File: config.mk
export PLATFORM = sky130hd
export DESIGN_NAME = indexed_array_insert_erase_top
export DESIGN_NICKNAME = d
export VERILOG_FILES = /design/src/rtl/core/iaie_pkg.sv /design/src/rtl/core/iaie_ctrl.sv /design/src/rtl/core/iaie_datapath.sv /design/src/rtl/core/indexed_array_insert_erase_top.sv
export VERILOG_INCLUDE_DIRS = /design/src /design/src/rtl/core
export SDC_FILE = /design/constraint.sdc
export NUM_CORES = 2
export LEC_CHECK = 0
export ABC_CLOCK_PERIOD_IN_PS = 19660
export CAP_MARGIN = 20
export CORE_AREA = 2 2 347 349
export CTS_CLUSTER_DIAMETER = 30
export DETAILED_ROUTE_END_ITERATION = 6
export DIE_AREA = 0 0 349 351
export DONT_BUFFER_PORTS = 1
export PLACE_DENSITY = 0.77
export SETUP_SLACK_MARGIN = 0.5
export SLEW_MARGIN = 10
export SYNTH_ARGS = -nofsm -noshare
export SYNTH_HDL_FRONTEND = slang
export SYNTH_SLANG_ARGS = --single-unit
File: constraint.sdc
create_clock -name clock -period 19.66 [get_ports clock]
set_input_delay 3.932 -clock clock [delete_from_list [all_inputs] [get_ports clock]]
set_output_delay 3.932 -clock clock [all_outputs]
set_load 0.005 [all_outputs]
File: src/rtl/core/indexed_array_insert_erase_top_macros.svh
// Assertion macros used by the core datapath.
`ifndef INDEXED_ARRAY_INSERT_ERASE_TOP_MACROS_SVH
`define INDEXED_ARRAY_INSERT_ERASE_TOP_MACROS_SVH
`ifndef SYNTHESIS
`define IAIE_ASSERT_IMP(label, clk, rst, ante, cons) \
   label: assert property (@(posedge clk) disable iff (rst) (ante) |-> (cons)) \
      else $error("assertion failed");
`define IAIE_ASSERT_NXT(label, clk, rst, ante, cons) \
   label: assert property (@(posedge clk) disable iff (rst) (ante) |=> (cons)) \
      else $error("assertion failed");
`else
`define IAIE_ASSERT_IMP(label, clk, rst, ante, cons)
`define IAIE_ASSERT_NXT(label, clk, rst, ante, cons)
`endif
`endif

File: src/rtl/core/iaie_pkg.sv
package iaie_pkg;

   localparam int FIELD_W   = 6;
   localparam int WORD_W    = 32;
   localparam int RES_LIMIT = 32;

   localparam logic [1:0] FUNC_SET    = 2'd0;
   localparam logic [1:0] FUNC_INSERT = 2'd1;
   localparam logic [1:0] FUNC_ERASE  = 2'd2;
   localparam logic [1:0] FUNC_READ   = 2'd3;

   localparam logic [1:0] STATUS_OK    = 2'd0;
   localparam logic [1:0] STATUS_RANGE = 2'd1;
   localparam logic [1:0] STATUS_FULL  = 2'd2;

   typedef struct packed {
      logic [1:0]                func;
      logic [FIELD_W-1:0]        position;
      logic signed [WORD_W-1:0]  value;
      logic [FIELD_W-1:0]        size;
   } req_type;

   typedef struct packed {
      logic [1:0]                status;
      logic [FIELD_W-1:0]        index;
      logic signed [WORD_W-1:0]  data;
      logic [FIELD_W-1:0]        length;
      logic                      last;
   } rsp_type;

   typedef struct packed {
      logic capture;
      logic execute;
      logic slice_step;
   } ctl_cmd_type;

   typedef struct packed {
      logic is_slice;
      logic slice_last;
   } dp_stat_type;

endpackage

File: src/rtl/core/iaie_ctrl.sv
module iaie_ctrl (
   input  logic                  clock,
   input  logic                  reset,
   input  logic                  start,
   output logic                  busy,
   input  iaie_pkg::dp_stat_type stat,
   output iaie_pkg::ctl_cmd_type cmd
);
   import iaie_pkg::*;

   typedef enum logic [2:0] {
      ST_IDLE  = 3'b001,
      ST_EXEC  = 3'b010,
      ST_SLICE = 3'b100
   } state_type;

   state_type state_ff;
   state_type state_in;

   always_comb begin
      state_in       = state_ff;
      cmd            = '0;
      busy           = 1'b1;
      unique case (state_ff)
         ST_IDLE: begin
            busy = 1'b0;
            if (start) begin
               cmd.capture = 1'b1;
               state_in    = ST_EXEC;
            end
         end
         ST_EXEC: begin
            cmd.execute = 1'b1;
            state_in    = stat.is_slice ? ST_SLICE : ST_IDLE;
         end
         ST_SLICE: begin
            cmd.slice_step = 1'b1;
            if (stat.slice_last) begin
               state_in = ST_IDLE;
            end
         end
         default: begin
            state_in = ST_IDLE;
         end
      endcase
   end

   always_ff @(posedge clock) begin
      if (reset) begin
         state_ff <= ST_IDLE;
      end else begin
         state_ff <= state_in;
      end
   end

endmodule

File: src/rtl/core/iaie_datapath.sv
`include "indexed_array_insert_erase_top_macros.svh"

module iaie_datapath #(
   parameter int DEPTH = 32
) (
   input  logic                  clock,
   input  logic                  reset,
   input  iaie_pkg::req_type     req_payload,
   input  iaie_pkg::ctl_cmd_type cmd,
   output iaie_pkg::dp_stat_type stat,
   output logic                  rsp_strobe,
   output iaie_pkg::rsp_type     rsp_payload
);
   import iaie_pkg::*;

   localparam int CW    = $clog2(DEPTH + 1);
   localparam int IW    = $clog2(DEPTH);
   localparam int CMP_W = FIELD_W + 1;

   req_type                  req_ff;
   logic [CW-1:0]            count_ff;
   logic [CW-1:0]            count_in;
   logic [IW-1:0]            ptr_ff;
   logic [FIELD_W-1:0]       remain_ff;
   logic signed [WORD_W-1:0] entries_ff [DEPTH];
   logic signed [WORD_W-1:0] entries_in [DEPTH];
   rsp_type                  rsp_ff;
   rsp_type                  rsp_in;
   logic                     rsp_valid_ff;
   logic                     rsp_valid_in;

   logic [CMP_W-1:0] pos_w;
   logic [CMP_W-1:0] cnt_w;
   logic [CMP_W-1:0] end_w;
   logic [1:0]       status;
   logic             do_update;

   assign pos_w = {1'b0, req_ff.position};
   assign cnt_w = CMP_W'(count_ff);
   assign end_w = pos_w + {1'b0, req_ff.size};

   always_comb begin
      status = STATUS_OK;
      unique case (req_ff.func)
         FUNC_SET, FUNC_ERASE: begin
            if (pos_w >= cnt_w) begin
               status = STATUS_RANGE;
            end
         end
         FUNC_INSERT: begin
            priority if (pos_w > cnt_w) begin
               status = STATUS_RANGE;
            end else if (count_ff == CW'(DEPTH)) begin
               status = STATUS_FULL;
            end
         end
         FUNC_READ: begin
            if (pos_w >= cnt_w || end_w > cnt_w || req_ff.size > FIELD_W'(RES_LIMIT)) begin
               status = STATUS_RANGE;
            end
         end
         default: begin
            status = STATUS_OK;
         end
      endcase
   end

   assign stat.is_slice   = req_ff.func == FUNC_READ && status == STATUS_OK &&
                            req_ff.size != '0;
   assign stat.slice_last = remain_ff == FIELD_W'(1);
   assign do_update       = cmd.execute && status == STATUS_OK && req_ff.func != FUNC_READ;

   always_comb begin
      count_in = count_ff;
      if (do_update && req_ff.func == FUNC_INSERT) begin
         count_in = count_ff + CW'(1);
      end else if (do_update && req_ff.func == FUNC_ERASE) begin
         count_in = count_ff - CW'(1);
      end
   end

   for (genvar k = 0; k < DEPTH; k++) begin : g_entry
      localparam logic [CMP_W-1:0] KW = CMP_W'(k);
      logic signed [WORD_W-1:0] prev_word;
      logic signed [WORD_W-1:0] next_word;
      if (k > 0) begin : g_prev
         assign prev_word = entries_ff[k-1];
      end else begin : g_noprev
         assign prev_word = entries_ff[k];
      end
      if (k < DEPTH - 1) begin : g_next
         assign next_word = entries_ff[k+1];
      end else begin : g_nonext
         assign next_word = entries_ff[k];
      end
      always_comb begin
         entries_in[k] = entries_ff[k];
         if (do_update) begin
            unique case (req_ff.func)
               FUNC_SET: begin
                  if (KW == pos_w) begin
                     entries_in[k] = req_ff.value;
                  end
               end
               FUNC_INSERT: begin
                  priority if (KW == pos_w) begin
                     entries_in[k] = req_ff.value;
                  end else if (KW > pos_w && KW <= cnt_w) begin
                     entries_in[k] = prev_word;
                  end
               end
               FUNC_ERASE: begin
                  if (KW >= pos_w && KW + CMP_W'(1) < cnt_w) begin
                     entries_in[k] = next_word;
                  end
               end
               default: begin
                  entries_in[k] = entries_ff[k];
               end
            endcase
         end
      end
   end

   always_comb begin
      rsp_in       = rsp_ff;
      rsp_valid_in = 1'b0;
      if (cmd.slice_step) begin
         rsp_valid_in  = 1'b1;
         rsp_in.status = STATUS_OK;
         rsp_in.index  = FIELD_W'(ptr_ff);
         rsp_in.data   = entries_ff[ptr_ff];
         rsp_in.length = FIELD_W'(count_ff);
         rsp_in.last   = stat.slice_last;
      end else if (cmd.execute && !stat.is_slice) begin
         rsp_valid_in  = 1'b1;
         rsp_in.status = status;
         rsp_in.index  = req_ff.position;
         rsp_in.data   = '0;
         rsp_in.length = FIELD_W'(count_in);
         rsp_in.last   = 1'b1;
      end
   end

   always_ff @(posedge clock) begin
      if (cmd.capture) begin
         req_ff <= req_payload;
      end
      if (cmd.execute) begin
         ptr_ff    <= req_ff.position[IW-1:0];
         remain_ff <= req_ff.size;
      end else if (cmd.slice_step) begin
         ptr_ff    <= ptr_ff + IW'(1);
         remain_ff <= remain_ff - FIELD_W'(1);
      end
      rsp_ff <= rsp_in;
      for (int k = 0; k < DEPTH; k++) begin
         entries_ff[k] <= entries_in[k];
      end
   end

   always_ff @(posedge clock) begin
      if (reset) begin
         count_ff     <= '0;
         rsp_valid_ff <= 1'b0;
      end else begin
         count_ff     <= count_in;
         rsp_valid_ff <= rsp_valid_in;
      end
   end

   assign rsp_strobe  = rsp_valid_ff;
   assign rsp_payload = rsp_ff;

   `IAIE_ASSERT_NXT(a_count_hold, clock, reset, !cmd.execute, $stable(count_ff))
   `IAIE_ASSERT_IMP(a_count_bound, clock, reset, 1'b1, count_ff <= CW'(DEPTH))
   `IAIE_ASSERT_NXT(a_slice_emit, clock, reset, cmd.slice_step, rsp_valid_ff && rsp_ff.status == STATUS_OK)
   `IAIE_ASSERT_IMP(a_step_remain, clock, reset, cmd.slice_step, remain_ff != '0)

endmodule

File: src/rtl/core/indexed_array_insert_erase_top.sv
// A set, insert, erase or error result is registered in the execute state after the start
// transfer is taken in idle; slice results are registered in the slice state after execute.
// Busy holds off a new item until the controller is back in idle; a read slice gives
// one result per cycle from the store read mux.
// The store shifts all entries in parallel in a single update.
// Synchronous reset empties the array and clears the control; the receiver cannot stall.
module indexed_array_insert_erase_top #(
   parameter int DEPTH = 32
) (
   input  logic              clock,
   input  logic              reset,
   input  logic              start,
   output logic              busy,
   input  iaie_pkg::req_type req_payload,
   output logic              rsp_strobe,
   output iaie_pkg::rsp_type rsp_payload
);
   import iaie_pkg::*;

   ctl_cmd_type cmd;
   dp_stat_type stat;

   iaie_ctrl u_ctrl (
      .clock (clock),
      .reset (reset),
      .start (start),
      .busy  (busy),
      .stat  (stat),
      .cmd   (cmd)
   );

   iaie_datapath #(
      .DEPTH (DEPTH)
   ) u_datapath (
      .clock       (clock),
      .reset       (reset),
      .req_payload (req_payload),
      .cmd         (cmd),
      .stat        (stat),
      .rsp_strobe  (rsp_strobe),
      .rsp_payload (rsp_payload)
   );

endmodule

==> impl_metrics.toml <==
[status]
status = "completed"

[grt]
grt_max_degree = 251
overflow = 0
grt_pass1_vias = 50320
antenna_found_initial = 8
grt_pass1_wl_mm = 328.0
grt_usage_pct = 35.73

[power]
vdd_ir_drop_max_mv = 0.1120
powerDensity_nw_per_um2 = 102.7
p_leak_nw = 25.61

[logic_synthesis]
yosysTopAreaCellShare_pct = 51.97
syn_inst = 4658
async_flop_share_pct = 0
yosysSeqAreaShare_pct = 52.52
synth_fp_nets = 4737
ys_warn_count = 0
avgSynthCellArea_um2 = 13.96
ys_top_cells_by_area = "edfxtp_1 (52%), a22o_1 (26%), mux4_2 (11%), clkbuf_1 (2.8%), mux2_2 (1.3%)"
synth_ff_type = "edfxtp_1"
ys_types = 61
synth.largest_area_cell = "edfxtp_1"
synth.cell_area_um2 = 65000
synth_edf_count = 1125
synth_seq_cells = 1143

[cells_and_area]
final_nets = 4491
drive_above_1_share_pct = 22.27
area_growth_pct = 14.00
final_area_um2 = 74110
fin_cells = 6146
nFillCells = 8391

[cts]
cts.sinks = 1143
clk_path_buf_depth = 3
ctsHoldBuffers = 0
cts_root_buffer = "clkbuf_16"
path_clk_slew_ns = 0.05
clkLatencyLatePin_ns = 0.84
tritoncts = "built"
htree_levels = 4
post_cts_buffers = 0
cts-buffers-inserted = 212
cts_resized = 0

[die]
die_area_um2 = 122500
core.rowCount = 127
io_pins = 98
start_util_pct = 54.62
coreArea_um2 = 119000
fp.dieW_um = 349
die_y_um = 351

[worst_setup_path]
rr_endpoint = "u_datapath.entries_ff[5][6]"
reg2reg_slack_ns = 13.34
cp_max_fo = 231
timing.rr.start = "u_datapath.req_ff[45]"
end_kind = "flip-flop"
reg2reg_depth = 8
path_class = "reg -> reg"
worstPathRequired_ns = 20.34
critical_path.startpoint_type = "flip-flop"
startpoint = "u_datapath.req_ff[45]"
critPathArrivalTime_ns = 7.00

[detailed_routing]
routed_wl_mm = 223.8
wire_per_inst_um = 36.41
first_pass_iters = 7
detail_route.vias_per_cell = 8.392
vias = 51580
drcViolationCount = 0
ant_nets = 0
initialDrtViolationCount = 10710

[min_path]
min_to = "u_datapath.rsp_payload[45]"
min_path_cells = 1
hold_path.class = "reg -> reg"
hp-start = "u_datapath.rsp_payload[45]"

[sta]
min_period_ns = 6.318
drv_slew = 0
worstMarginPinSlew_ns = 1.189
finClkSkew_ns = 0.05160
finalSetupViolations = 0
fmax_ghz = 0.1583
setup_tns_ns = 0
relSlewSlack_pct = 20.71
rsz0062_at_grt = "no"
setup_slack_ns = 13.34
finalHoldViolations = 0
fin_crit_sh_pct = 32.14

[placed_design]
post-dp-hpwl_mm = 117.8
place_ws_ns = 13.40
numPortBuffers = 0
postPlaceCellArea_um2 = 66610
place.gp.congestion = 0.9045
dp.cells = 5738

[flow_run]
max_cap_violations = 0
[cells in the mapped netlist, types with 15 or more instances]
master	instances
a22o_1	1921
nor2_1	85
mux4_2	320
buf_2	107
o21ai_0	46
dfxtp_1	18
inv_1	19
a211oi_1	15
nor3_1	17
mux2i_1	33
buf_4	18
nand3_1	27
buf_1	23
o21ai_1	29
clkbuf_1	477
nand2_1	72
ha_1	29
a21oi_1	61
edfxtp_1	1125
mux2_2	74
[power breakdown]
group / total, W / switching [W] / internal, W
clock: 0.00375 / 0.00136 / 0.00240
sequential: 0.00279 / 0.0000292 / 0.00276
combinational: 0.00107 / 0.000657 / 0.000417
[final cells by class]
cell class / count / area [um2] / area share [%]
tap: 1548 / 1937 / 2.614
clock inverter: 157 / 1899 / 2.563
inverter: 19 / 72.57 / 0.09792
clock buffer: 238 / 5424 / 7.319
sequential: 1143 / 34160 / 46.09
multi-input combinational: 2868 / 29130 / 39.30
antenna: 5 / 12.51 / 0.01688
timing repair buffer: 168 / 1479 / 1.996
[registers in the layout, indices dropped and copies added (netlist names), named ones only]
signal and cells:
u_datapath.req_ff 40, u_datapath.count_ff 6, u_ctrl.state_ff 3, u_datapath.entries_ff 1024, u_datapath.rsp_payload 47, u_datapath.pos_w 6
u_datapath.remain_ff 6, u_datapath.ptr_ff 5, u_datapath.rsp_strobe 1
[worst max-delay path, stage by stage, from the launching register on]
cell	delay [ns]
edfxtp_1	0.41
inv_1	0.12
ha_4	0.77
buf_4	0.86
buf_12	0.74
buf_4	0.87
buf_4	0.88
buf_4	0.84
a22o_1	0.26
[kinds of logic (layout without fill, tap and decap cells)]
group / after synthesis / after routing / synth area share [%]
mux: 427 / 427 / 12.88
compound gates: 2141 / 2141 / 27.93
simple gates: 254 / 254 / 1.782
flops: 1143 / 1143 / 52.52
fa+ha+maj: 30 / 30 / 0.5890
xor+xnor: 16 / 16 / 0.2156
buf+inv: 647 / 582 / 4.081
other cells: 0 / 5 / 0
[metrics by stage]
stage | hold WS, ns | power (W) | utilization, %
5_1_grt | 0.5256 | 0.007762 | 62.26
3_3_place_gp | 0.4892 | 0.003815 | 55.86
2_1_floorplan | 0.4558 | 0.003549 | -
4_1_cts | 0.5016 | 0.007561 | 62.12
3_5_place_dp | 0.4885 | 0.003849 | 55.97
6_report | 0.4974 | 0.007614 | 62.27
[per-layer routing]
| layer | wire, um | track usage, % | share of wire (%) | vias to the layer above |
|---|---|---|---|---|
| li1 | - | - | - | 19560 |
| met1 | 76860 | 47.85 | 34 | 25470 |
| met2 | 94730 | 50.43 | 42 | 5484 |
| met3 | 37590 | 12.91 | 17 | 1055 |
| met4 | 14480 | 19.97 | 6.5 | 8 |
| met5 | 103 | 0.8634 | 0.046 | - |
[worst max path at each step]
stage,endpoint,slack [ns]
floorplan,u_datapath.entries_ff[13][0],12.08
global route,u_datapath.entries_ff[7][18],13.14
finish,u_datapath.entries_ff[5][6],13.34
global placement,u_datapath.entries_ff[0][17],13.36
CTS,u_datapath.entries_ff[0][13],13.40
detailed placement,u_datapath.entries_ff[0][13],13.40
[layout by cell type (no fill, tap or decap), types with 21 or more instances in the layout]
| master | netlist | layout |
|---|---|---|
| mux2i_1 | 33 | 33 |
| o21ai_0 | 46 | 46 |
| buf_4 | 18 | 147 |
| mux2_2 | 74 | 74 |
| edfxtp_1 | 1125 | 1125 |
| a21oi_1 | 61 | 44 |
| nand3_1 | 27 | 26 |
| clkbuf_1 | 477 | 25 |
| nor2_1 | 85 | 77 |
| clkinv_1 | 0 | 23 |
| bufinv_16 | 0 | 30 |
| inv_6 | 0 | 29 |
| ha_1 | 29 | 27 |
| clkbuf_16 | 0 | 214 |
| clkinvlp_4 | 0 | 25 |
| clkinv_2 | 0 | 21 |
| mux4_2 | 320 | 320 |
| a22o_1 | 1921 | 1921 |
| nand2_1 | 72 | 71 |
Power figures use the tool's default switching activity.
